$ cat config.mk
export PLATFORM = sky130hd
export DESIGN_NAME = csot_vmem
export DESIGN_NICKNAME = d
export VERILOG_FILES = /design/src/hw/rtl/csot_pkg.sv /design/src/hw/rtl/csot_vmem.sv
export SDC_FILE = /design/constraint.sdc
export NUM_CORES = 1
export LEC_CHECK = 0
export ABC_AREA = 1
export BUFFER_PORTS_ARGS = -buffer_cell sky130_fd_sc_hd__buf_4
export CORE_AREA = 5 5 298 300
export DETAILED_ROUTE_END_ITERATION = 10
export DIE_AREA = 0 0 303 305
export PLACE_DENSITY_LB_ADDON = 0.25
export SYNTH_ARGS = -nofsm -noshare
export SYNTH_HDL_FRONTEND = slang
export SYNTH_SLANG_ARGS = --single-unit
$ cat constraint.sdc
create_clock -name aclk -period 3 [get_ports aclk]
set_clock_uncertainty 0.15 [all_clocks]
set_input_delay 0.15 -clock aclk [delete_from_list [all_inputs] [get_ports aclk]]
set_output_delay 0.15 -clock aclk [all_outputs]
set_load 0.01 [all_outputs]
$ cat src/hw/rtl/csot_pkg.sv
// Shared types, widths and codes for the convex shape overlap test core.
package csot_pkg;

    // Field and datapath widths
    localparam int FIELD_W = 24;               // stored coordinate width
    localparam int VERT_W  = 2 * FIELD_W;      // one stored vertex: y above x
    localparam int RAD_W   = 23;
    localparam int AXIS_W  = FIELD_W + 1;      // difference of two coordinates
    localparam int MUL_W   = FIELD_W + 2;      // shared multiplier operand
    localparam int PROD_W  = 2 * MUL_W;        // shared multiplier product
    localparam int ACC_W   = PROD_W + 2;       // projections and sums
    localparam int ROOT_W  = FIELD_W + 1;      // square root of an axis length
    localparam int SQ_IN_W = 2 * ROOT_W;

    // Shape kinds
    localparam logic [1:0] KIND_POINT  = 2'd0;
    localparam logic [1:0] KIND_POLY   = 2'd1;
    localparam logic [1:0] KIND_CIRCLE = 2'd2;

    // Axis passes; the last code means no pass remains
    localparam logic [2:0] PASS_A_EDGE   = 3'd0;
    localparam logic [2:0] PASS_B_EDGE   = 3'd1;
    localparam logic [2:0] PASS_A_CENTER = 3'd2;
    localparam logic [2:0] PASS_B_CENTER = 3'd3;
    localparam logic [2:0] PASS_NONE     = 3'd4;

    typedef enum logic [4:0] {
        S_IDLE,
        S_DIST_RD,
        S_DIST_X,
        S_DIST_MX,
        S_DIST_MY,
        S_DIST_MR,
        S_DIST_CMP,
        S_AX_RD_I,
        S_AX_RD_J,
        S_AX_CALC,
        S_LEN_X,
        S_LEN_Y,
        S_LEN_SUM,
        S_LEN_ROOT,
        S_PR_RD,
        S_PR_X,
        S_PR_Y,
        S_PR_ACC,
        S_PR_EXT,
        S_PR_EXT2,
        S_PR_END,
        S_DONE
    } seq_state_t;

    typedef struct packed {
        logic [1:0]       kind;
        logic [RAD_W-1:0] radius;
    } shape_info_t;

    typedef struct packed {
        logic idle;
        logic done;
        logic collide;
    } seq_status_t;

    // Unused kind codes and polygons with fewer than two vertices act as points
    function automatic logic [1:0] eff_kind(input logic [1:0] kind, input logic few);
        logic [1:0] k;
        k = kind;
        if (kind != KIND_POINT && kind != KIND_POLY && kind != KIND_CIRCLE) begin
            k = KIND_POINT;
        end
        if (kind == KIND_POLY && few) begin
            k = KIND_POINT;
        end
        return k;
    endfunction

    function automatic logic pass_used(input logic [2:0] p, input logic [1:0] ka,
                                       input logic [1:0] kb);
        logic u;
        u = 1'b0;
        if (p == PASS_A_EDGE)   u = (ka == KIND_POLY);
        if (p == PASS_B_EDGE)   u = (kb == KIND_POLY);
        if (p == PASS_A_CENTER) u = (ka == KIND_CIRCLE);
        if (p == PASS_B_CENTER) u = (kb == KIND_CIRCLE);
        return u;
    endfunction

    // First used pass at or after a given one
    function automatic logic [2:0] find_pass(input logic [2:0] from, input logic [1:0] ka,
                                             input logic [1:0] kb);
        logic [2:0] r;
        r = PASS_NONE;
        for (int p = 3; p >= 0; p--) begin
            if (3'(p) >= from && pass_used(3'(p), ka, kb)) begin
                r = 3'(p);
            end
        end
        return r;
    endfunction

endpackage

$ cat src/hw/rtl/csot_vmem.sv
// Vertex store: one write port, one registered read port.
module csot_vmem #(
    parameter int DEPTH = 16,
    localparam int AW = $clog2(DEPTH)
) (
    input  logic                       aclk,
    input  logic                       wr_en,
    input  logic [AW-1:0]              wr_addr,
    input  logic [csot_pkg::VERT_W-1:0] wr_data,
    input  logic [AW-1:0]              rd_addr,
    output logic [csot_pkg::VERT_W-1:0] rd_data
);
    import csot_pkg::*;

    logic [VERT_W-1:0] mem [DEPTH];
    logic [VERT_W-1:0] rd_data_reg;

    // Write when enabled, read every cycle
    always_ff @(posedge aclk) begin
        if (wr_en) begin
            mem[wr_addr] <= wr_data;
        end
        rd_data_reg <= mem[rd_addr];
    end

    assign rd_data = rd_data_reg;

endmodule

==> results of run 1 <==
[per-layer routing]
layer,track usage,routed length (um),vias to the layer above
li1,-,-,10480
met1,0.2551,38110,10350
met2,0.2803,37660,530
met3,0.02406,4348,92
met4,0.04250,1355,2
met5,0,13,-
[placed cells by master (no fill, tap or decap)]
cell type         n
edfxtp_1        768
nor2_4           16
nor2_1            1
dfxtp_1          48
buf_8             1
bufinv_16         8
clkbuf_1         13
clkinv_1         19
inv_4             1
clkinv_2         12
diode_2           1
buf_4           115
nand2_1        1013
dlygate4sd3_1    54
buf_12           29
clkbuf_16        85
nand3_1         577
inv_6             2
clkinvlp_4        4
nand3b_1          2
clkinv_4          2
inv_1           578
clkbuf_8          8
inv_12            2
[worst max-delay path, stage by stage]
cell           delay, ns
dlygate4sd3_1       0.57
buf_8               0.19
inv_12              0.30
buf_12              0.35
nand2_1             0.09
nand3_1             0.09
nand3_1             0.08
nand3_1             0.10
dlygate4sd3_1       0.56
nand2_1             0.05
dlygate4sd3_1       0.54
[cell type report]
type	count	share of cell area
Sequential cell	816	0.6114
Multi-Input combinational cell	1609	0.1753
Clock buffer	105	0.05783
Inverter	582	0.05633
Timing Repair Buffer	200	0.05124
Tap cell	1155	0.03678
Clock inverter	46	0.01099
Antenna cell	1	0.00006369
[power groups by stage]
| stage | logic [mW] | registers (mW) | clock network, mW |
|---|---|---|---|
| 6_report | 1.58 | 12.8 | 10.3 |
| 5_1_grt | 1.77 | 12.8 | 11.0 |
| 4_1_cts | 1.61 | 12.8 | 10.5 |
| 3_5_place_dp | 1.54 | 13.1 | 0 |
| 3_3_place_gp | 1.53 | 13.1 | 0 |
| 2_1_floorplan | 0.857 | 13.1 | 0 |
[cell families after synthesis]
logic type,share of synthesized area
flip-flops,0.7068
AND/OR/NAND/NOR,0.1992
buffers and inverters,0.09405
[timing repair]
| action | 4_1_cts | 5_1_grt |
|---|---|---|
| setup endpoints to repair | 0 | 1 |
| hold buffers | 54 | 0 |
| gates resized for setup | 0 | 3 |
| endpoints found under the hold margin | 789 | 0 |
[final timing paths]
kind                         end  cells past startpoint
max          rd_data[21]$_DFF_P_                     11
max reg2reg  rd_data[21]$_DFF_P_                      8
min reg2reg  rd_data[29]$_DFF_P_                      6
min          mem[7][5]$_DFFE_PP_                      3
[stage by stage]
step | utilization | hold WS, ns | area, um2
floorplan | - | 0.09887 | 33990
global placement | 0.4193 | 0.3000 | 36040
detailed placement | 0.4193 | 0.3014 | 36040
CTS | 0.4571 | 0.1539 | 39280
global route | 0.4571 | 0.2027 | 39290
finish | 0.4572 | 0.1892 | 39290
==> out/metrics.yaml, run 1 <==
status:
  status: "completed"
cells_and_area:
  syn_to_final_growth_pct: 15.60
  instances_no_fill: 4514
  drive_above_1_share: 0.08487
  nets: 3350
  seqCellArea_um2: 24020
  multiInputGateArea_um2: 6889
  largest_register_ffs: 768
  fill_cells: 7903
floorplanning:
  floorplan.initialDensity: 0.3955
  chipHeight_um: 305
  num_io_pins: 106
  die_w_um: 303
  die_area_um2: 92420
  core_um2: 85940
  rows: 108
logic_synthesis:
  synth_area_leaders: "edfxtp_1, nand2_1, nand3_1"
  postSynthAreaPerCell_um2: 10.74
  synth_edf_count: 768
  synth-async-reset-ratio: 0
  ys_ff_latch: 816
  syn_area_um2: 33990
  synth_most_common_cell: "nand2_1"
  syn_inst: 3165
  yosys.area.top_type_share: 0.6785
  yosysSeqAreaShare: 0.7068
  synth_cell_types: 15
  yosys_warnings: 0
  synth_nets: 3223
  synth_top_cell_by_area: "edfxtp_1"
  synth_ff_type: "edfxtp_1"
  yosys-top-cells-count: "nand2_1, edfxtp_1, inv_1"
detailed_routing:
  firstDrtPassIters: 7
  wl_per_cell_um: 18.05
  drtIter0Drc: 1697
  route.detailed.drc: 0
  antenna_left: 0
  via_per_inst: 4.752
  vias: 21450
  finalWirelength_um: 81490
placement:
  dp_cells: 4308
  hpwl_um: 37980
  port_buffers: 105
  dp_slack_ns: 1.004
  place_congestion: 0.7116
pwr:
  comb_power_share: 0.064
  pwr-share-seq: 0.519
  switching_share: 0.2190
  p_leak_nw: 16.52
  report.power.total_mw: 24.72
  power_frac_clock: 0.417
  power_density_nw_per_um2: 629.1
  p_sw_mw: 5.413
  p_int_mw: 19.30
  ir_drop_mv: 0.3508
timing:
  worst_pin_slew_ns: 0.8066
  setup_violations: 0
  rsz0062_at_grt: "false"
  hold_violations: 0
  relSlewSlack: 0.4623
  tns_ns: 0
  drv_slew: 0
  fmax_ghz: 0.3465
  fin_crit_sh: 0.9620
  post-route-min-period_ns: 2.886
  setup_ws_ns: 0.1140
global_route:
  antenna_found_initial: 2
  first_global_vias: 20780
  grt_usage: 0.1752
  grt_max_degree: 130
  overflow: 0
  grt_pass1_wl_um: 125200
cts:
  h-tree-depth: 3
  numCtsBuffers: 83
  cts_setup_buffers: 0
  cts_max_path_buffers: 3
  cts_sinks: 816
  clk_latency_ns: 0.61
  clock-root-buffer: "clkbuf_16"
  clk_pin_slew_ns: 0.06
  tritoncts: "done"
worst_setup_path:
  required_ns: 3.34
  worstSetupPathType: "input pin to flip-flop"
  path_max_fanout: 78
  setup.worst_path.start: "rd_addr[0]"
  r2r_start: "mem[9][21]$_DFFE_PP_"
  endpoint_kind: "flip-flop"
  arrival_ns: 3.23
  r2r_slack_ns: 0.84
  startpoint_type: "input pin"
hold_path:
  min_from: "wr_addr[1]"
  hold_path_class: "input pin to flip-flop"
flow_run:
  cap_violations: 0
Note: power is estimated with default switching activity, not from simulation.
==> run 2: changes to the inputs <==
ABC_AREA = unset   (was 1)
CORE_AREA = 5 5 286 288   (was 5 5 298 300)
DIE_AREA = 0 0 291 293   (was 0 0 303 305)
==> run 2 against run 1 <==
  * Register-to-register slack gained 0.62 ns
  * Via count shrank 36%
  * First-iteration DRC count shrank 25%
  * Power shrank 2.0%
  * Setup slack gained 0.95 ns
  * Maximum frequency grew 49%
  * Die area shrank 7.7%
==> out/metrics.yaml, run 2 <==
cells_and_area:
  instances_no_fill: 2593  # -43%
  layout_commonest_cell: "edfxtp_1"
  mostFrequentLayoutCells: "edfxtp_1, mux4_2, buf_4"
  largest_register_ffs: 768  # unchanged
  nets: 1531  # -54%
  syn_to_final_growth_pct: 20.09
  drive_above_1_share: 0.3151  # +0.2303
cts:
  numCtsBuffers: 83  # unchanged
  h-tree-depth: 3  # unchanged
  cts_sinks: 816  # unchanged
  cts_max_path_buffers: 3  # unchanged
  clk_pin_slew_ns: 0.06  # about the same
  clk_latency_ns: 0.61  # about the same
  cts_setup_buffers: 0  # unchanged
  clock-root-buffer: "clkbuf_16"
  tritoncts: "done"
  cts-resized-gates: 0  # unchanged
  holdBufCountCts: 51  # -5.6%
worst_setup_path:
  cp_common_cell: "dlygate4sd3_1"
  path_cells: "dlygate4sd3_1 > buf_4 > nor2_4 > dlygate4sd3_1 > a22oi_1 > nand2_1"
  endpoint_kind: "flip-flop"
  path_max_fanout: 6  # -92%
  startpoint_type: "input pin"
  slowest_delay_ns: 0.86  # +0.29 ns
  cp_num_buf_inv: 3  # -3
  required_ns: 3.38  # +0.04 ns
  worstSetupPathType: "input pin to flip-flop"
  arrival_ns: 2.32  # -0.91 ns
  r2r_slack_ns: 1.46  # +0.62 ns
  slowest_stage: "dlygate4sd3_1"
  crit_family: "buffers and inverters"
pwr:
  ir_drop_mv: 0.3910  # +11%
  p_leak_nw: 11.43  # -31%
  power_density_nw_per_um2: 679.1  # +7.9%
timing:
  tns_ns: 0  # unchanged
  worst_pin_slew_ns: 0.7521  # -0.05444 ns
  fmax_ghz: 0.5176  # +49%
  setup_ws_ns: 1.068  # +0.9539 ns
  drv_slew: 0  # unchanged
  setup_violations: 0  # unchanged
  fin_crit_sh: 0.6440  # -0.3180
  post-route-min-period_ns: 1.932  # -0.9539 ns
  relSlewSlack: 0.4975  # +0.03523
  rsz0062_at_grt: "false"
  hold_violations: 0  # unchanged
  hold_ws_ns: 0.08088  # -0.1084 ns
logic_synthesis:
  synth_nets: 1300  # -60%
  synth_cell_types: 17  # +2
  syn_area_um2: 29690  # -13%
  yosysSeqAreaShare: 0.8090  # +0.1022
  syn_inst: 1242  # -61%
  postSynthAreaPerCell_um2: 23.91  # +120%
  yosys_warnings: 0  # unchanged
  yosys-top-cells-count: "edfxtp_1, mux4_2, a22oi_1"
  yosys.area.top_type_share: 0.7766  # +0.09812
  synth_top_cell_by_area: "edfxtp_1"
  ys_ff_latch: 816  # unchanged
  synth_ff_type: "edfxtp_1"
  synth_area_leaders: "edfxtp_1, mux4_2, dfxtp_1"
  synth_edf_count: 768  # unchanged
  synth_most_common_cell: "edfxtp_1"
  synth-async-reset-ratio: 0  # unchanged
detailed_routing:
  drtIter0Drc: 1265  # -25%
  firstDrtPassIters: 5  # -2
  wl_per_cell_um: 26.01  # +44%
  route.detailed.drc: 0  # unchanged
  antenna_left: 0  # unchanged
  finalWirelength_um: 67450  # -17%
  via_per_inst: 5.279  # +11%
  vias: 13690  # -36%
global_route:
  antenna_found_initial: 4  # +2
  grt_usage: 0.1581  # -0.01714
  grt_pass1_wl_um: 100600  # -20%
  overflow: 0  # unchanged
  grt_max_degree: 52  # -60%
  first_global_vias: 14770  # -29%
flow_run:
  cap_violations: 0  # unchanged
placement:
  dp_cells: 2387  # -45%
  dp_slack_ns: 0.8860  # -0.1180 ns
  place_congestion: 0.6885  # -3.2%
  port_buffers: 105  # unchanged
  hpwl_um: 34500  # -9.2%
status:
  status: "completed"
floorplanning:
  die_w_um: 291  # -4.0%
  rows: 103  # -4.6%
  chipHeight_um: 293  # -3.9%
  core_um2: 78610  # -8.5%
  die_area_um2: 85260  # -7.7%
  floorplan.initialDensity: 0.3777  # -0.01775
  num_io_pins: 106  # unchanged
hold_path:
  hold_path_class: "input pin to flip-flop"
## run 2: changes by cell type in the layout (fill, tap and decap cells not counted), sizes merged, moves of 12 or more
cell	before	now
mux4	0	192
a22oi	0	96
clkinv	33	21
inv	583	2
buf	145	157
nand3	577	1
nand2	1013	49
clkbuf	106	122
## run 2: kinds of logic after synthesis
kind of cell / Yosys count / share of synthesized area
compound gates: 96 / 0.02427
buf+inv: 63 / 0.01058
flops: 816 / 0.8090
mux: 192 / 0.1456
simple gates: 75 / 0.01053
## run 2: final cells by class
type                            count  area, um2
Fill cell                        6633      42950
Sequential cell                   816      24020
Tap cell                         1050       1314
Antenna cell                        4      10.01
Multi-Input combinational cell    363       5517
Clock buffer                      121       2362
Clock inverter                     30      300.3
Timing Repair Buffer              209       2136
## run 2: metrics by stage
step | power [mW] | area (um2) | util
after detailed placement | 14.34 | 32480 | 0.4131
after CTS | 24.49 | 35650 | 0.4535
final | 24.22 | 35660 | 0.4536
after global routing | 25.07 | 35650 | 0.4535
after global placement | 14.31 | 32480 | 0.4131
after floorplan | 13.69 | 29730 | -
## run 2: final timing paths
path                                           start                   end  depth (start not counted)
worst max register to register   mem[3][1]$_DFFE_PP_    rd_data[1]$_DFF_P_                          3
worst max-delay path                      rd_addr[2]   rd_data[13]$_DFF_P_                          6
worst min register to register  mem[6][12]$_DFFE_PP_   rd_data[12]$_DFF_P_                          3
worst min-delay path                      wr_addr[1]  mem[4][45]$_DFFE_PP_                          3
## run 2: power breakdown
group / leakage (nW) / internal (mW) / switching (mW) / total (mW)
clock network: 1.30 / 5.97 / 4.13 / 10.1
registers: 7.34 / 12.7 / 0.0951 / 12.8
logic: 2.79 / 0.588 / 0.695 / 1.28
## run 2: routing by layer
layer	wire [um]	global-route usage	vias to the layer above
met1	30280	0.2280	7461
met4	1051	0.03654	0
met2	32380	0.2542	368
li1	-	-	5784
met3	3741	0.02940	76
met5	0	0	-
## run 2: tightest hold or removal path, cell delays in order
cell    delay (ns)
buf_4         0.17
nor3_4        0.07
buf_12        0.23
==> run 3: changes to the inputs <==
clock period = 1.85 ns   (was 3 ns; I/O delays follow)
==> run 3 against run 2 <==
  * Die area unchanged
  * Non-clock buffer count up 44
  * Sequential cell count unchanged
  * Setup slack worse by 1.0 ns
  * Critical path type unchanged
  * Critical endpoint is now rd_data[18]$_DFF_P_
==> out/metrics.yaml, run 3 (synthesis gave the netlist of run 2 again) <==
pwr:
  switching_share: 0.2039  # +0.0008878
  p_leak_nw: 11.80  # +3.3%
  report.power.total_mw: 39.69  # +64%
  power_frac_clock: 0.419  # +0.002
  p_int_mw: 31.60  # +64%
  comb_power_share: 0.056  # +0.003
  pwr-share-seq: 0.525  # -0.005
  p_sw_mw: 8.091  # +65%
  ir_drop_mv: 0.7375  # +89%
  power_density_nw_per_um2: 1089  # +60%
cells_and_area:
  mostFrequentLayoutCells: "edfxtp_1, mux4_2, buf_4"
  syn_to_final_growth_pct: 22.71
  largest_register_ffs: 768  # unchanged
  instances_no_fill: 2642  # +1.9%
  multiInputGateArea_um2: 5532  # +0.27%
  final_util: 0.4635  # +0.009868
  fill_cells: 6468  # -2.5%
  final_cell_area_um2: 36440  # +2.2%
  drive_above_1_share: 0.3373  # +0.02218
  nets: 1576  # +2.9%
  layout_commonest_cell: "edfxtp_1"
  seqCellArea_um2: 24020  # unchanged
detailed_routing:
  wl_met2_um: 33150  # +2.4%
  vias: 13780  # +0.66%
  wirelength_met1_um: 30100  # -0.60%
  via_per_inst: 5.215  # -1.2%
  finalWirelength_um: 67720  # +0.40%
  routed-wl-met3_um: 3447  # -7.9%
  wl_per_cell_um: 25.63  # -1.5%
  antenna_left: 0  # unchanged
  route.detailed.drc: 0  # unchanged
  drtIter0Drc: 1096  # -13%
  highest_layer: "met5"
  firstDrtPassIters: 5  # unchanged
placement:
  hpwl_um: 36640  # +6.2%
  place_congestion: 0.7037  # +2.2%
  postPlaceCellArea_um2: 33030  # +1.7%
  dp_cells: 2417  # +1.3%
  port_buffers: 105  # unchanged
global_route:
  first_global_vias: 14760  # -0.068%
  antenna_found_initial: 4  # unchanged
  grt_max_degree: 49  # -5.8%
  grt_usage: 0.1580  # about the same
  grt_pass1_wl_um: 100100  # -0.54%
  overflow: 0  # unchanged
timing:
  worst_pin_slew_ns: 0.4761  # -0.2760 ns
  drv_slew: 0  # unchanged
  hold_violations: 0  # unchanged
  fmax_ghz: 0.5494
  post-route-min-period_ns: 1.820
  relSlewSlack: 0.6826  # +0.1850
  fin_crit_sh: 0.9839
  rsz0062_at_grt: "false"
  setup_violations: 0  # unchanged
  tns_ns: 0  # unchanged
worst_setup_path:
  arrival_ns: 2.13  # -0.19 ns
  endpoint_kind: "flip-flop"
  slowest_delay_ns: 0.63  # -0.23 ns
  r2r_start: "mem[0][18]$_DFFE_PP_"
  cp_num_buf_inv: 4  # +1
  worstSetupPathType: "input pin to flip-flop"
  path_cells: "dlygate4sd3_1 > buf_4 > nor2_4 > dlygate4sd3_1 > buf_12 > a22oi_1 > nand2_1"
  startpoint_type: "input pin"
  cp_common_cell: "dlygate4sd3_1"
  path_max_fanout: 26  # +20
  crit_family: "buffers and inverters"
  setup.worst_path.start: "rd_addr[2]"
  slowest_stage: "dlygate4sd3_1"
  required_ns: 2.16  # -1.22 ns
status:
  status: "completed"
floorplanning:
  rows: 103  # unchanged
  chipHeight_um: 293  # unchanged
  num_io_pins: 106  # unchanged
  floorplan.initialDensity: 0.3777  # unchanged
  die_area_um2: 85260  # unchanged
  core_um2: 78610  # unchanged
  die_w_um: 291  # unchanged
cts:
  clock-root-buffer: "clkbuf_16"
  cts_max_path_buffers: 3  # unchanged
  clk_pin_slew_ns: 0.06  # about the same
  numCtsBuffers: 84  # +1.2%
  tritoncts: "done"
  cts_sinks: 816  # unchanged
  h-tree-depth: 3  # unchanged
  clk_latency_ns: 0.63  # +0.02 ns
flow_run:
  cap_violations: 0  # unchanged
hold_path:
  hold_path_class: "input pin to flip-flop"
  min_from: "wr_data[23]"
-- run 3: changes by cell type in the layout (fill, tap and decap cells not counted), moves of 5 or more --
cell	change
clkinv_1	-7
buf_12	+24
buf_4	+12
inv_6	+5
dlygate4sd3_1	+7
-- run 3: final cells by class --
| type | instances | share of cell area |
|---|---|---|
| multi-input combinational | 363 | 0.1518 |
| timing repair buffer | 253 | 0.07695 |
| tap | 1050 | 0.03606 |
| clock buffer | 126 | 0.06703 |
| antenna | 3 | 0.0002060 |
| clock inverter | 31 | 0.008653 |
| sequential | 816 | 0.6593 |
-- run 3: path summary, 6_finish.rpt --
path,endpoint,slack [ns],cells past startpoint
setup / recovery,rd_data[18]$_DFF_P_,0.03,7
hold / removal,mem[0][23]$_DFFE_PP_,0.16,2
setup reg to reg,rd_data[18]$_DFF_P_,0.27,3
hold reg to reg,rd_data[33]$_DFF_P_,0.52,3
-- run 3: per-layer routing --
layer	vias to the layer above	GRT usage
met5	-	0
met4	2	0.03781
met3	76	0.03016
met2	355	0.2576
met1	7460	0.2237
li1	5886	-
-- run 3: worst register-to-register path: cells and delay by family (launching register included) --
family          cells  cell delay, ns
mux                 1            0.46
flops               1            0.37
compound gates      1            0.26
simple gates        1            0.18
-- run 3: per-stage QoR --
step | worst slack, ns | hold slack (ns)
final | 0.02984 | 0.1575
after global routing | 0.004080 | 0.1706
after CTS | 0.08577 | 0.1213
after detailed placement | 0.03264 | 0.2447
after global placement | 0.06416 | 0.2352
after floorplan | -0.4810 | 0.04137
-- run 3: power by group through the flow --
stage,Combinational [mW],Clock [mW],Sequential (mW)
3_3_place_gp,2.12,0,21.2
4_1_cts,2.27,17.1,20.8
5_1_grt,2.41,17.9,20.8
3_5_place_dp,2.15,0,21.2
6_report,2.23,16.6,20.8
2_1_floorplan,0.999,0,21.2
-- run 3: timing repair --
| item | 4_1_cts | 5_1_grt |
|---|---|---|
| resized for setup | 0 | 1 |
| buffers inserted | 0 | 7 |
| endpoints found under the hold margin | 992 | 0 |
| hold buffers | 58 | 0 |
| endpoints found under the setup margin | 0 | 1 |
