--- src/hw/rtl/csot_pkg.sv ---
// Shared types, widths and codes for the convex shape overlap test core.
package csot_pkg;

    // Field and datapath widths
    localparam int FIELD_W = 24;               // stored coordinate width
    localparam int VERT_W  = 2 * FIELD_W;      // one stored vertex: y above x
    localparam int RAD_W   = 23;
    localparam int AXIS_W  = FIELD_W + 1;      // difference of two coordinates
    localparam int MUL_W   = FIELD_W + 2;      // shared multiplier operand
    localparam int PROD_W  = 2 * MUL_W;        // shared multiplier product
    localparam int ACC_W   = PROD_W + 2;       // projections and sums
    localparam int ROOT_W  = FIELD_W + 1;      // square root of an axis length
    localparam int SQ_IN_W = 2 * ROOT_W;

    // Shape kinds
    localparam logic [1:0] KIND_POINT  = 2'd0;
    localparam logic [1:0] KIND_POLY   = 2'd1;
    localparam logic [1:0] KIND_CIRCLE = 2'd2;

    // Axis passes; the last code means no pass remains
    localparam logic [2:0] PASS_A_EDGE   = 3'd0;
    localparam logic [2:0] PASS_B_EDGE   = 3'd1;
    localparam logic [2:0] PASS_A_CENTER = 3'd2;
    localparam logic [2:0] PASS_B_CENTER = 3'd3;
    localparam logic [2:0] PASS_NONE     = 3'd4;

    typedef enum logic [4:0] {
        S_IDLE,
        S_DIST_RD,
        S_DIST_X,
        S_DIST_MX,
        S_DIST_MY,
        S_DIST_MR,
        S_DIST_CMP,
        S_AX_RD_I,
        S_AX_RD_J,
        S_AX_CALC,
        S_LEN_X,
        S_LEN_Y,
        S_LEN_SUM,
        S_LEN_ROOT,
        S_PR_RD,
        S_PR_X,
        S_PR_Y,
        S_PR_ACC,
        S_PR_EXT,
        S_PR_EXT2,
        S_PR_END,
        S_DONE
    } seq_state_t;

    typedef struct packed {
        logic [1:0]       kind;
        logic [RAD_W-1:0] radius;
    } shape_info_t;

    typedef struct packed {
        logic idle;
        logic done;
        logic collide;
    } seq_status_t;

    // Unused kind codes and polygons with fewer than two vertices act as points
    function automatic logic [1:0] eff_kind(input logic [1:0] kind, input logic few);
        logic [1:0] k;
        k = kind;
        if (kind != KIND_POINT && kind != KIND_POLY && kind != KIND_CIRCLE) begin
            k = KIND_POINT;
        end
        if (kind == KIND_POLY && few) begin
            k = KIND_POINT;
        end
        return k;
    endfunction

    function automatic logic pass_used(input logic [2:0] p, input logic [1:0] ka,
                                       input logic [1:0] kb);
        logic u;
        u = 1'b0;
        if (p == PASS_A_EDGE)   u = (ka == KIND_POLY);
        if (p == PASS_B_EDGE)   u = (kb == KIND_POLY);
        if (p == PASS_A_CENTER) u = (ka == KIND_CIRCLE);
        if (p == PASS_B_CENTER) u = (kb == KIND_CIRCLE);
        return u;
    endfunction

    // First used pass at or after a given one
    function automatic logic [2:0] find_pass(input logic [2:0] from, input logic [1:0] ka,
                                             input logic [1:0] kb);
        logic [2:0] r;
        r = PASS_NONE;
        for (int p = 3; p >= 0; p--) begin
            if (3'(p) >= from && pass_used(3'(p), ka, kb)) begin
                r = 3'(p);
            end
        end
        return r;
    endfunction

endpackage

--- src/hw/rtl/csot_isqrt.sv ---
// Bit-serial integer square root, two radicand bits per cycle.
module csot_isqrt (
    input  logic                        aclk,
    input  logic                        aresetn,
    input  logic                        start,
    input  logic [csot_pkg::SQ_IN_W-1:0] operand,
    output logic                        root_valid,
    output logic [csot_pkg::ROOT_W-1:0] root
);
    import csot_pkg::*;

    localparam int REM_W = ROOT_W + 3;
    localparam int CW    = $clog2(ROOT_W);

    logic               run_reg, run_next;
    logic               done_reg, done_next;
    logic [CW-1:0]      cnt_reg, cnt_next;
    logic [SQ_IN_W-1:0] src_reg, src_next;
    logic [ROOT_W:0]    rem_reg, rem_next;
    logic [ROOT_W-1:0]  root_reg, root_next;
    logic [REM_W-1:0]   rem_sh;
    logic [REM_W-1:0]   trial;

    // One restoring step per cycle
    always_comb begin
        run_next  = run_reg;
        done_next = 1'b0;
        cnt_next  = cnt_reg;
        src_next  = src_reg;
        rem_next  = rem_reg;
        root_next = root_reg;
        rem_sh    = {rem_reg, src_reg[SQ_IN_W-1 -: 2]};
        trial     = {1'b0, root_reg, 2'b01};
        if (start) begin
            run_next  = 1'b1;
            cnt_next  = '0;
            src_next  = operand;
            rem_next  = '0;
            root_next = '0;
        end else if (run_reg) begin
            src_next = src_reg << 2;
            if (rem_sh >= trial) begin
                rem_next  = (ROOT_W + 1)'(rem_sh - trial);
                root_next = {root_reg[ROOT_W-2:0], 1'b1};
            end else begin
                rem_next  = (ROOT_W + 1)'(rem_sh);
                root_next = {root_reg[ROOT_W-2:0], 1'b0};
            end
            cnt_next = cnt_reg + 1'b1;
            if (cnt_reg == CW'(ROOT_W - 1)) begin
                run_next  = 1'b0;
                done_next = 1'b1;
            end
        end
    end

    always_ff @(posedge aclk) begin
        if (!aresetn) begin
            run_reg  <= 1'b0;
            done_reg <= 1'b0;
        end else begin
            run_reg  <= run_next;
            done_reg <= done_next;
        end
    end

    always_ff @(posedge aclk) begin
        cnt_reg  <= cnt_next;
        src_reg  <= src_next;
        rem_reg  <= rem_next;
        root_reg <= root_next;
    end

    assign root_valid = done_reg;
    assign root       = root_reg;

endmodule

--- src/hw/rtl/csot_seq.sv ---
// Test sequencer: axis walk, projections and distance check on one shared multiplier.
module csot_seq #(
    parameter int MAX_VERTICES = 16,
    localparam int CNT_W = $clog2(MAX_VERTICES + 1),
    localparam int IDX_W = $clog2(MAX_VERTICES)
) (
    input  logic                         aclk,
    input  logic                         aresetn,
    input  logic                         start,
    input  logic [CNT_W-1:0]             n_a,
    input  logic [CNT_W-1:0]             n_b,
    input  csot_pkg::shape_info_t        info_a,
    input  csot_pkg::shape_info_t        info_b,
    output logic [IDX_W-1:0]             addr_a,
    output logic [IDX_W-1:0]             addr_b,
    input  logic [csot_pkg::VERT_W-1:0]  rdata_a,
    input  logic [csot_pkg::VERT_W-1:0]  rdata_b,
    input  logic                         ack,
    output csot_pkg::seq_status_t        status
);
    import csot_pkg::*;

    seq_state_t state_reg, state_next;

    logic [CNT_W-1:0]         na_reg, na_next, nb_reg, nb_next;
    logic [1:0]               ka_reg, ka_next, kb_reg, kb_next;
    logic [RAD_W-1:0]         ra_reg, ra_next, rb_reg, rb_next;
    logic [2:0]               pass_reg, pass_next;
    logic [IDX_W-1:0]         i_reg, i_next, k_reg, k_next;
    logic                     shp_reg, shp_next;
    logic                     coll_reg, coll_next;
    logic signed [FIELD_W-1:0] px_reg, px_next, py_reg, py_next;
    logic signed [FIELD_W-1:0] cx_reg, cx_next, cy_reg, cy_next;
    logic signed [FIELD_W-1:0] vy_reg, vy_next;
    logic signed [AXIS_W-1:0] ax_reg, ax_next, ay_reg, ay_next;
    logic [ROOT_W-1:0]        len_reg, len_next;
    logic signed [ACC_W-1:0]  acc_reg, acc_next;
    logic signed [ACC_W-1:0]  min_reg, min_next, max_reg, max_next;
    logic signed [ACC_W-1:0]  amin_reg, amin_next, amax_reg, amax_next;
    logic signed [PROD_W-1:0] prod_reg;
    logic signed [MUL_W-1:0]  mul_a, mul_b;

    logic                     sq_start, sq_valid;
    logic [SQ_IN_W-1:0]       sq_in;
    logic [ROOT_W-1:0]        sq_root;

    logic                     own_b, edge_pass;
    logic [CNT_W-1:0]         n_own, n_shp;
    logic [1:0]               k_shp, ka_e, kb_e;
    logic [RAD_W-1:0]         r_shp;
    logic [VERT_W-1:0]        own_d, oth_d, shp_d;
    logic signed [ACC_W-1:0]  prod_x, dot;
    logic [CNT_W-1:0]         i_inc, k_inc;
    logic [2:0]               pass_after;

    csot_isqrt u_isqrt (
        .aclk       (aclk),
        .aresetn    (aresetn),
        .start      (sq_start),
        .operand    (sq_in),
        .root_valid (sq_valid),
        .root       (sq_root)
    );

    // Shared multiplier, registered
    always_ff @(posedge aclk) begin
        prod_reg <= mul_a * mul_b;
    end

    // Selection helpers
    always_comb begin
        own_b      = (pass_reg == PASS_B_EDGE) || (pass_reg == PASS_A_CENTER);
        edge_pass  = (pass_reg == PASS_A_EDGE) || (pass_reg == PASS_B_EDGE);
        n_own      = own_b ? nb_reg : na_reg;
        own_d      = own_b ? rdata_b : rdata_a;
        oth_d      = own_b ? rdata_a : rdata_b;
        n_shp      = shp_reg ? nb_reg : na_reg;
        k_shp      = shp_reg ? kb_reg : ka_reg;
        r_shp      = shp_reg ? rb_reg : ra_reg;
        shp_d      = shp_reg ? rdata_b : rdata_a;
        prod_x     = ACC_W'(prod_reg);
        dot        = acc_reg + prod_x;
        i_inc      = CNT_W'(i_reg) + CNT_W'(1);
        k_inc      = CNT_W'(k_reg) + CNT_W'(1);
        pass_after = find_pass(pass_reg + 3'd1, ka_reg, kb_reg);
        ka_e       = eff_kind(info_a.kind, n_a < CNT_W'(2));
        kb_e       = eff_kind(info_b.kind, n_b < CNT_W'(2));
    end

    // Next state and datapath control
    always_comb begin
        state_next = state_reg;
        na_next = na_reg;     nb_next = nb_reg;
        ka_next = ka_reg;     kb_next = kb_reg;
        ra_next = ra_reg;     rb_next = rb_reg;
        pass_next = pass_reg; i_next = i_reg; k_next = k_reg;
        shp_next = shp_reg;   coll_next = coll_reg;
        px_next = px_reg;     py_next = py_reg;
        cx_next = cx_reg;     cy_next = cy_reg;
        vy_next = vy_reg;
        ax_next = ax_reg;     ay_next = ay_reg;
        len_next = len_reg;   acc_next = acc_reg;
        min_next = min_reg;   max_next = max_reg;
        amin_next = amin_reg; amax_next = amax_reg;
        addr_a = '0;
        addr_b = '0;
        mul_a = '0;
        mul_b = '0;
        sq_start = 1'b0;
        sq_in = SQ_IN_W'(dot);
        status.idle = 1'b0;
        status.done = 1'b0;
        status.collide = coll_reg;

        unique case (state_reg)
            S_IDLE: begin
                status.idle = 1'b1;
                if (start) begin
                    na_next = n_a;  nb_next = n_b;
                    ka_next = ka_e; kb_next = kb_e;
                    ra_next = info_a.radius;
                    rb_next = info_b.radius;
                    i_next  = '0;
                    pass_next = find_pass(PASS_A_EDGE, ka_e, kb_e);
                    if (n_a == '0 || n_b == '0) begin
                        coll_next  = 1'b0;
                        state_next = S_DONE;
                    end else if (ka_e != KIND_POLY && kb_e != KIND_POLY) begin
                        state_next = S_DIST_RD;
                    end else begin
                        state_next = S_AX_RD_I;
                    end
                end
            end

            // Point and circle pairs: squared distance against squared radius sum
            S_DIST_RD: state_next = S_DIST_X;
            S_DIST_X: begin
                ax_next = AXIS_W'($signed(rdata_b[FIELD_W-1:0]))
                        - AXIS_W'($signed(rdata_a[FIELD_W-1:0]));
                ay_next = AXIS_W'($signed(rdata_b[VERT_W-1:FIELD_W]))
                        - AXIS_W'($signed(rdata_a[VERT_W-1:FIELD_W]));
                state_next = S_DIST_MX;
            end
            S_DIST_MX: begin
                mul_a = MUL_W'(ax_reg);
                mul_b = MUL_W'(ax_reg);
                state_next = S_DIST_MY;
            end
            S_DIST_MY: begin
                mul_a = MUL_W'(ay_reg);
                mul_b = MUL_W'(ay_reg);
                acc_next = prod_x;
                state_next = S_DIST_MR;
            end
            S_DIST_MR: begin
                mul_a = $signed(MUL_W'((ka_reg == KIND_CIRCLE) ? ra_reg : '0)
                              + MUL_W'((kb_reg == KIND_CIRCLE) ? rb_reg : '0));
                mul_b = mul_a;
                acc_next = dot;
                state_next = S_DIST_CMP;
            end
            S_DIST_CMP: begin
                coll_next  = (acc_reg <= prod_x);
                state_next = S_DONE;
            end

            // Fetch the vertices that define the current axis
            S_AX_RD_I: begin
                if (own_b) begin
                    addr_b = i_reg;
                end else begin
                    addr_a = i_reg;
                end
                state_next = S_AX_RD_J;
            end
            S_AX_RD_J: begin
                px_next = $signed(own_d[FIELD_W-1:0]);
                py_next = $signed(own_d[VERT_W-1:FIELD_W]);
                cx_next = $signed(oth_d[FIELD_W-1:0]);
                cy_next = $signed(oth_d[VERT_W-1:FIELD_W]);
                if (own_b) begin
                    addr_b = (i_inc == n_own) ? '0 : IDX_W'(i_inc);
                end else begin
                    addr_a = (i_inc == n_own) ? '0 : IDX_W'(i_inc);
                end
                state_next = S_AX_CALC;
            end
            S_AX_CALC: begin
                if (edge_pass) begin
                    ax_next = AXIS_W'(py_reg) - AXIS_W'($signed(own_d[VERT_W-1:FIELD_W]));
                    ay_next = AXIS_W'($signed(own_d[FIELD_W-1:0])) - AXIS_W'(px_reg);
                end else begin
                    ax_next = AXIS_W'(px_reg) - AXIS_W'(cx_reg);
                    ay_next = AXIS_W'(py_reg) - AXIS_W'(cy_reg);
                end
                shp_next = 1'b0;
                k_next   = '0;
                if (ka_reg == KIND_CIRCLE || kb_reg == KIND_CIRCLE) begin
                    state_next = S_LEN_X;
                end else begin
                    state_next = S_PR_RD;
                end
            end

            // Axis length for circle half-extents
            S_LEN_X: begin
                mul_a = MUL_W'(ax_reg);
                mul_b = MUL_W'(ax_reg);
                state_next = S_LEN_Y;
            end
            S_LEN_Y: begin
                mul_a = MUL_W'(ay_reg);
                mul_b = MUL_W'(ay_reg);
                acc_next = prod_x;
                state_next = S_LEN_SUM;
            end
            S_LEN_SUM: begin
                sq_start = 1'b1;
                state_next = S_LEN_ROOT;
            end
            S_LEN_ROOT: begin
                if (sq_valid) begin
                    len_next   = sq_root;
                    state_next = S_PR_RD;
                end
            end

            // Project one vertex of the current shape
            S_PR_RD: begin
                if (shp_reg) begin
                    addr_b = k_reg;
                end else begin
                    addr_a = k_reg;
                end
                state_next = S_PR_X;
            end
            S_PR_X: begin
                mul_a = MUL_W'($signed(shp_d[FIELD_W-1:0]));
                mul_b = MUL_W'(ax_reg);
                vy_next = $signed(shp_d[VERT_W-1:FIELD_W]);
                state_next = S_PR_Y;
            end
            S_PR_Y: begin
                mul_a = MUL_W'(vy_reg);
                mul_b = MUL_W'(ay_reg);
                acc_next = prod_x;
                state_next = S_PR_ACC;
            end
            S_PR_ACC: begin
                if (k_reg == '0 || dot < min_reg) min_next = dot;
                if (k_reg == '0 || dot > max_reg) max_next = dot;
                if (k_shp == KIND_POLY && k_inc < n_shp) begin
                    k_next     = IDX_W'(k_inc);
                    state_next = S_PR_RD;
                end else if (k_shp == KIND_CIRCLE) begin
                    acc_next   = dot;
                    state_next = S_PR_EXT;
                end else begin
                    state_next = S_PR_END;
                end
            end
            S_PR_EXT: begin
                mul_a = $signed(MUL_W'(r_shp));
                mul_b = $signed(MUL_W'(len_reg));
                state_next = S_PR_EXT2;
            end
            S_PR_EXT2: begin
                min_next   = acc_reg - prod_x;
                max_next   = acc_reg + prod_x;
                state_next = S_PR_END;
            end

            // Compare intervals, then advance axis or pass
            S_PR_END: begin
                if (!shp_reg) begin
                    amin_next  = min_reg;
                    amax_next  = max_reg;
                    shp_next   = 1'b1;
                    k_next     = '0;
                    state_next = S_PR_RD;
                end else if (amax_reg < min_reg || max_reg < amin_reg) begin
                    coll_next  = 1'b0;
                    state_next = S_DONE;
                end else if (i_inc < n_own) begin
                    i_next     = IDX_W'(i_inc);
                    state_next = S_AX_RD_I;
                end else if (pass_after != PASS_NONE) begin
                    pass_next  = pass_after;
                    i_next     = '0;
                    state_next = S_AX_RD_I;
                end else begin
                    coll_next  = 1'b1;
                    state_next = S_DONE;
                end
            end

            // Hold the result until the output register takes it
            S_DONE: begin
                status.done = 1'b1;
                if (ack) begin
                    state_next = S_IDLE;
                end
            end

            default: state_next = S_IDLE;
        endcase
    end

    always_ff @(posedge aclk) begin
        if (!aresetn) begin
            state_reg <= S_IDLE;
        end else begin
            state_reg <= state_next;
        end
    end

    always_ff @(posedge aclk) begin
        na_reg <= na_next;     nb_reg <= nb_next;
        ka_reg <= ka_next;     kb_reg <= kb_next;
        ra_reg <= ra_next;     rb_reg <= rb_next;
        pass_reg <= pass_next; i_reg <= i_next; k_reg <= k_next;
        shp_reg <= shp_next;   coll_reg <= coll_next;
        px_reg <= px_next;     py_reg <= py_next;
        cx_reg <= cx_next;     cy_reg <= cy_next;
        vy_reg <= vy_next;
        ax_reg <= ax_next;     ay_reg <= ay_next;
        len_reg <= len_next;   acc_reg <= acc_next;
        min_reg <= min_next;   max_reg <= max_next;
        amin_reg <= amin_next; amax_reg <= amax_next;
    end

endmodule

--- config.mk ---
export PLATFORM = sky130hd
export DESIGN_NAME = csot_seq
export DESIGN_NICKNAME = d
export VERILOG_FILES = /design/src/hw/rtl/csot_pkg.sv /design/src/hw/rtl/csot_isqrt.sv /design/src/hw/rtl/csot_seq.sv
export SDC_FILE = /design/constraint.sdc
export NUM_CORES = 2
export LEC_CHECK = 0
export BUFFER_PORTS_ARGS = -buffer_cell sky130_fd_sc_hd__buf_2
export CAP_MARGIN = 20
export CORE_ASPECT_RATIO = 1.4
export CORE_UTILIZATION = 40
export DETAILED_ROUTE_END_ITERATION = 12
export MAX_ROUTING_LAYER = met4
export PLACE_DENSITY = 0.52
export SLEW_MARGIN = 20
export SYNTH_ARGS = -nofsm -noshare
export SYNTH_HDL_FRONTEND = slang
export SYNTH_SLANG_ARGS = --single-unit
--- constraint.sdc ---
create_clock -name aclk -period 22 [get_ports aclk]
set_input_delay 2.2 -clock aclk [delete_from_list [all_inputs] [get_ports aclk]]
set_output_delay 2.2 -clock aclk [all_outputs]
set_load 0.02 [all_outputs]
==> results.py <==
metrics = {
    "sta": {
        "fin_crit_sh_pct": 54.0,
        "setup_viol": 0,
        "max_slew.worst_pin.slew_ns": 1.17,
        "finalCriticalPeriod_ns": 11.88,
        "finalSetupTns_ns": 0,
        "max_slew_margin_pct": 21.5,
        "fmaxAchievable_mhz": 84.2,
        "clock_skew_ns": 0.0379,
        "drv_slew": 0,
        "worst_slack_ns": 10.12,
        "whs_ns": 0.441,
        "hold_viol_final": 0,
        "rsz0062_at_grt": "no",
    },
    "logic_synthesis": {
        "synth_area_per_cell_sq_um": 9.22,
        "async_flop_share_pct": 0,
        "synth_area_sq_um": 72500,
        "yosysWarnings": 0,
        "synth_seq_cells": 703,
        "syn_inst": 7861,
        "synth_nets": 9403,
        "ys_top_cells_by_area": "edfxtp_1 24%, fa_1 19%, ha_1 12%",
        "synthTopCellsByCount": "1291 x inv_1, 830 x nand2_1, 702 x fa_1",
        "synth-edff-count": 588,
        "synth_top_area_share_pct": 24.4,
        "synth.most_common_cell": "inv_1",
        "seq_area_frac_synth_pct": 27.5,
        "yosysTopAreaCell": "edfxtp_1",
        "ys_types": 91,
        "ys.flop_type": "edfxtp_1",
    },
    "clock_tree": {
        "numCtsBuffers": 79,
        "cts_hold_buf": 0,
        "cts_tree": "yes",
        "clock-sinks": 703,
        "cts-resized-gates": 0,
        "root_buffer": "clkbuf_16",
        "h-tree-depth": 3,
        "clk_path_buf_depth": 3,
        "cts.clk_slew.worst_paths_ns": 0.06,
        "insertion_delay_ns": 0.73,
        "cts_setup_buffers": 0,
    },
    "hold_path": {
        "min_path_cells": 0,
        "hold_path_class": "flip-flop to flip-flop",
        "min-delay-start": "min_reg[32]$_DFFE_PP_",
    },
    "power_and_ir_drop": {
        "ir_drop_mv": 0.0786,
        "p_leak_nw": 36.3,
        "power_density_nw_per_um2": 137,
    },
    "critical_path": {
        "crit_path_end": "prod_reg[51]$_DFF_P_",
        "crit_fanout": 29,
        "reg2reg_from": "kb_reg[1]$_DFFE_PP_",
        "r2r-end": "prod_reg[51]$_DFF_P_",
        "crit_path_start_kind": "flip-flop",
        "worstRegToRegCells": 40,
        "startpoint": "kb_reg[1]$_DFFE_PP_",
        "ff2ff_setup_slack_ns": 10.12,
        "crit_path_top_delay_cell": "a2111oi_0",
        "arrival_ns": 12.45,
        "worstPathRequired_ns": 22.57,
        "crit_type": "flip-flop to flip-flop",
        "cpPeakStageDelay_ns": 0.79,
        "endpoint_kind": "flip-flop",
        "crit_top_cell": "fa_1",
    },
    "global_route": {
        "antenna_found_initial": 7,
        "track_usage_pct": 27.3,
        "grt_max_degree": 102,
        "gr-total-overflow": 0,
        "grt_pass1_vias": 58910,
        "grt_pass1_wl_um": 363000,
    },
    "place": {
        "numPortBuffers": 170,
        "dp_worst_setup_slack_ns": 10.18,
        "hpwl_um": 197000,
        "gp_congestion": 0.981,
    },
    "route": {
        "wire_per_inst_um": 23.3,
        "drtPass1Iterations": 8,
        "ant_nets": 0,
        "drc": 0,
        "drt_iter0_markers": 3379,
        "dr_total_vias": 56105,
        "wirelength_um": 242000,
        "viasPerCell": 5.39,
    },
    "final_layout": {
        "regArea_sq_um": 20000,
        "syn_to_final_growth_pct": 8.86,
        "multi_input_area_sq_um": 46700,
        "final_layout_size_suffix_gt1_share_pct": 6.51,
        "fill_cells": 17713,
        "nets": 9464,
    },
    "floorplanning": {
        "dieWidth_um": 362,
        "coreArea_sq_um": 180000,
        "die_y_um": 506,
        "dieArea_sq_um": 183000,
        "start_util_pct": 40.3,
        "rows": 184,
        "top_level_ports": 171,
    },
    "job": {
        "max-cap-violations": 0,
    },
    "status": {
        "status": "completed",
    },
}
stage by stage:
stage                     utilization [%]  power [mW]  cells  cell area (sq um)
after CTS                            43.9        10.8  10402              78900
final                                43.9        10.8  10411              78900
after global routing                 43.9        11.7  10410              78900
after floorplan                         -        6.96   7861              72500
after detailed placement             42.4        9.40  10259              76200
after global placement               42.4        9.32  10257              76200
final cells by class:
type	instances	share of cell area, %
inverters	1298	6.18
multi-input cells	5561	59.2
well taps	2418	3.83
clock buffers	107	2.81
diodes	9	0.0285
repair buffers	279	2.11
clock inverters	36	0.568
flip-flops and latches	703	25.3
report_power, final:
part,internal [mW],leakage (nW),switching (mW),total [mW]
combinational,2.52,28.7,4.80,7.32
sequential,1.89,6.27,0.182,2.08
clock,0.806,1.31,0.590,1.40
total,5.22,36.3,5.57,10.8
metal layers:
metal,vias up,global-route usage (%),routed length [um]
met4,0,14.8,15400
li1,26475,-,-
met3,513,3.16,10100
met1,27666,29.9,93000
met5,-,-,0
met2,1451,48.2,124000
worst min-delay path by stage:
stage / slack, ns / end
6_report: 0.44 / amin_reg[32]$_DFFE_PP_
5_1_grt: 0.45 / amin_reg[12]$_DFFE_PP_
4_1_cts: 0.44 / amin_reg[42]$_DFFE_PP_
3_5_place_dp: 0.43 / amin_reg[24]$_DFFE_PP_
3_3_place_gp: 0.43 / amin_reg[29]$_DFFE_PP_
2_1_floorplan: 0.43 / amin_reg[10]$_DFFE_PP_
cells in the final DEF (no fill, tap or decap), types with 23 or more instances in the layout:
cell type  netlist  layout
inv_1         1291    1288
nand2_1        830     829
fa_1           702     702
ha_1           680     680
nor2_1         607     601
edfxtp_1       588     588
o21ai_0        497     497
a21oi_1        452     450
xnor2_1        215     215
a21o_1         187     187
buf_2           24     172
dfxtp_1        115     114
buf_4            5     107
mux2i_1         97      97
xor2_1          97      97
nor2b_1         97      94
and2_1          91      91
clkbuf_16        0      82
nand4_1         75      75
nand3_1         70      69
nand2b_1        68      67
a211oi_1        69      67
nor3_1          72      66
o21a_1          65      64
o21bai_1        49      48
a31oi_1         39      39
o211ai_1        30      30
o31ai_1         29      29
mux2_2          29      29
nor4_1          28      27
and3_1          24      24
a221o_1         24      24
a222oi_1        23      23
logic make-up after synthesis:
logic type / count (synthesis) / share of synthesized area [%]
multiplexers: 126 / 1.79
XOR/XNOR: 312 / 3.77
AND/OR/NAND/NOR: 2046 / 12.6
AO/OA/AOI/OAI: 1694 / 14.8
flip-flops: 703 / 27.5
buffers and inverters: 1597 / 8.35
adder cells (fa/ha/maj): 1383 / 31.1
worst max-delay path: cells and delay by family (launching register included):
kind | cells | cell delay [ns]
XOR/XNOR | 2 | 0.30
AO/OA/AOI/OAI | 16 | 4.38
adder cells (fa/ha/maj) | 10 | 4.69
flip-flops | 1 | 0.38
AND/OR/NAND/NOR | 6 | 1.45
buffers and inverters | 6 | 0.50
No activity file was read; power rests on OpenSTA's default activity.
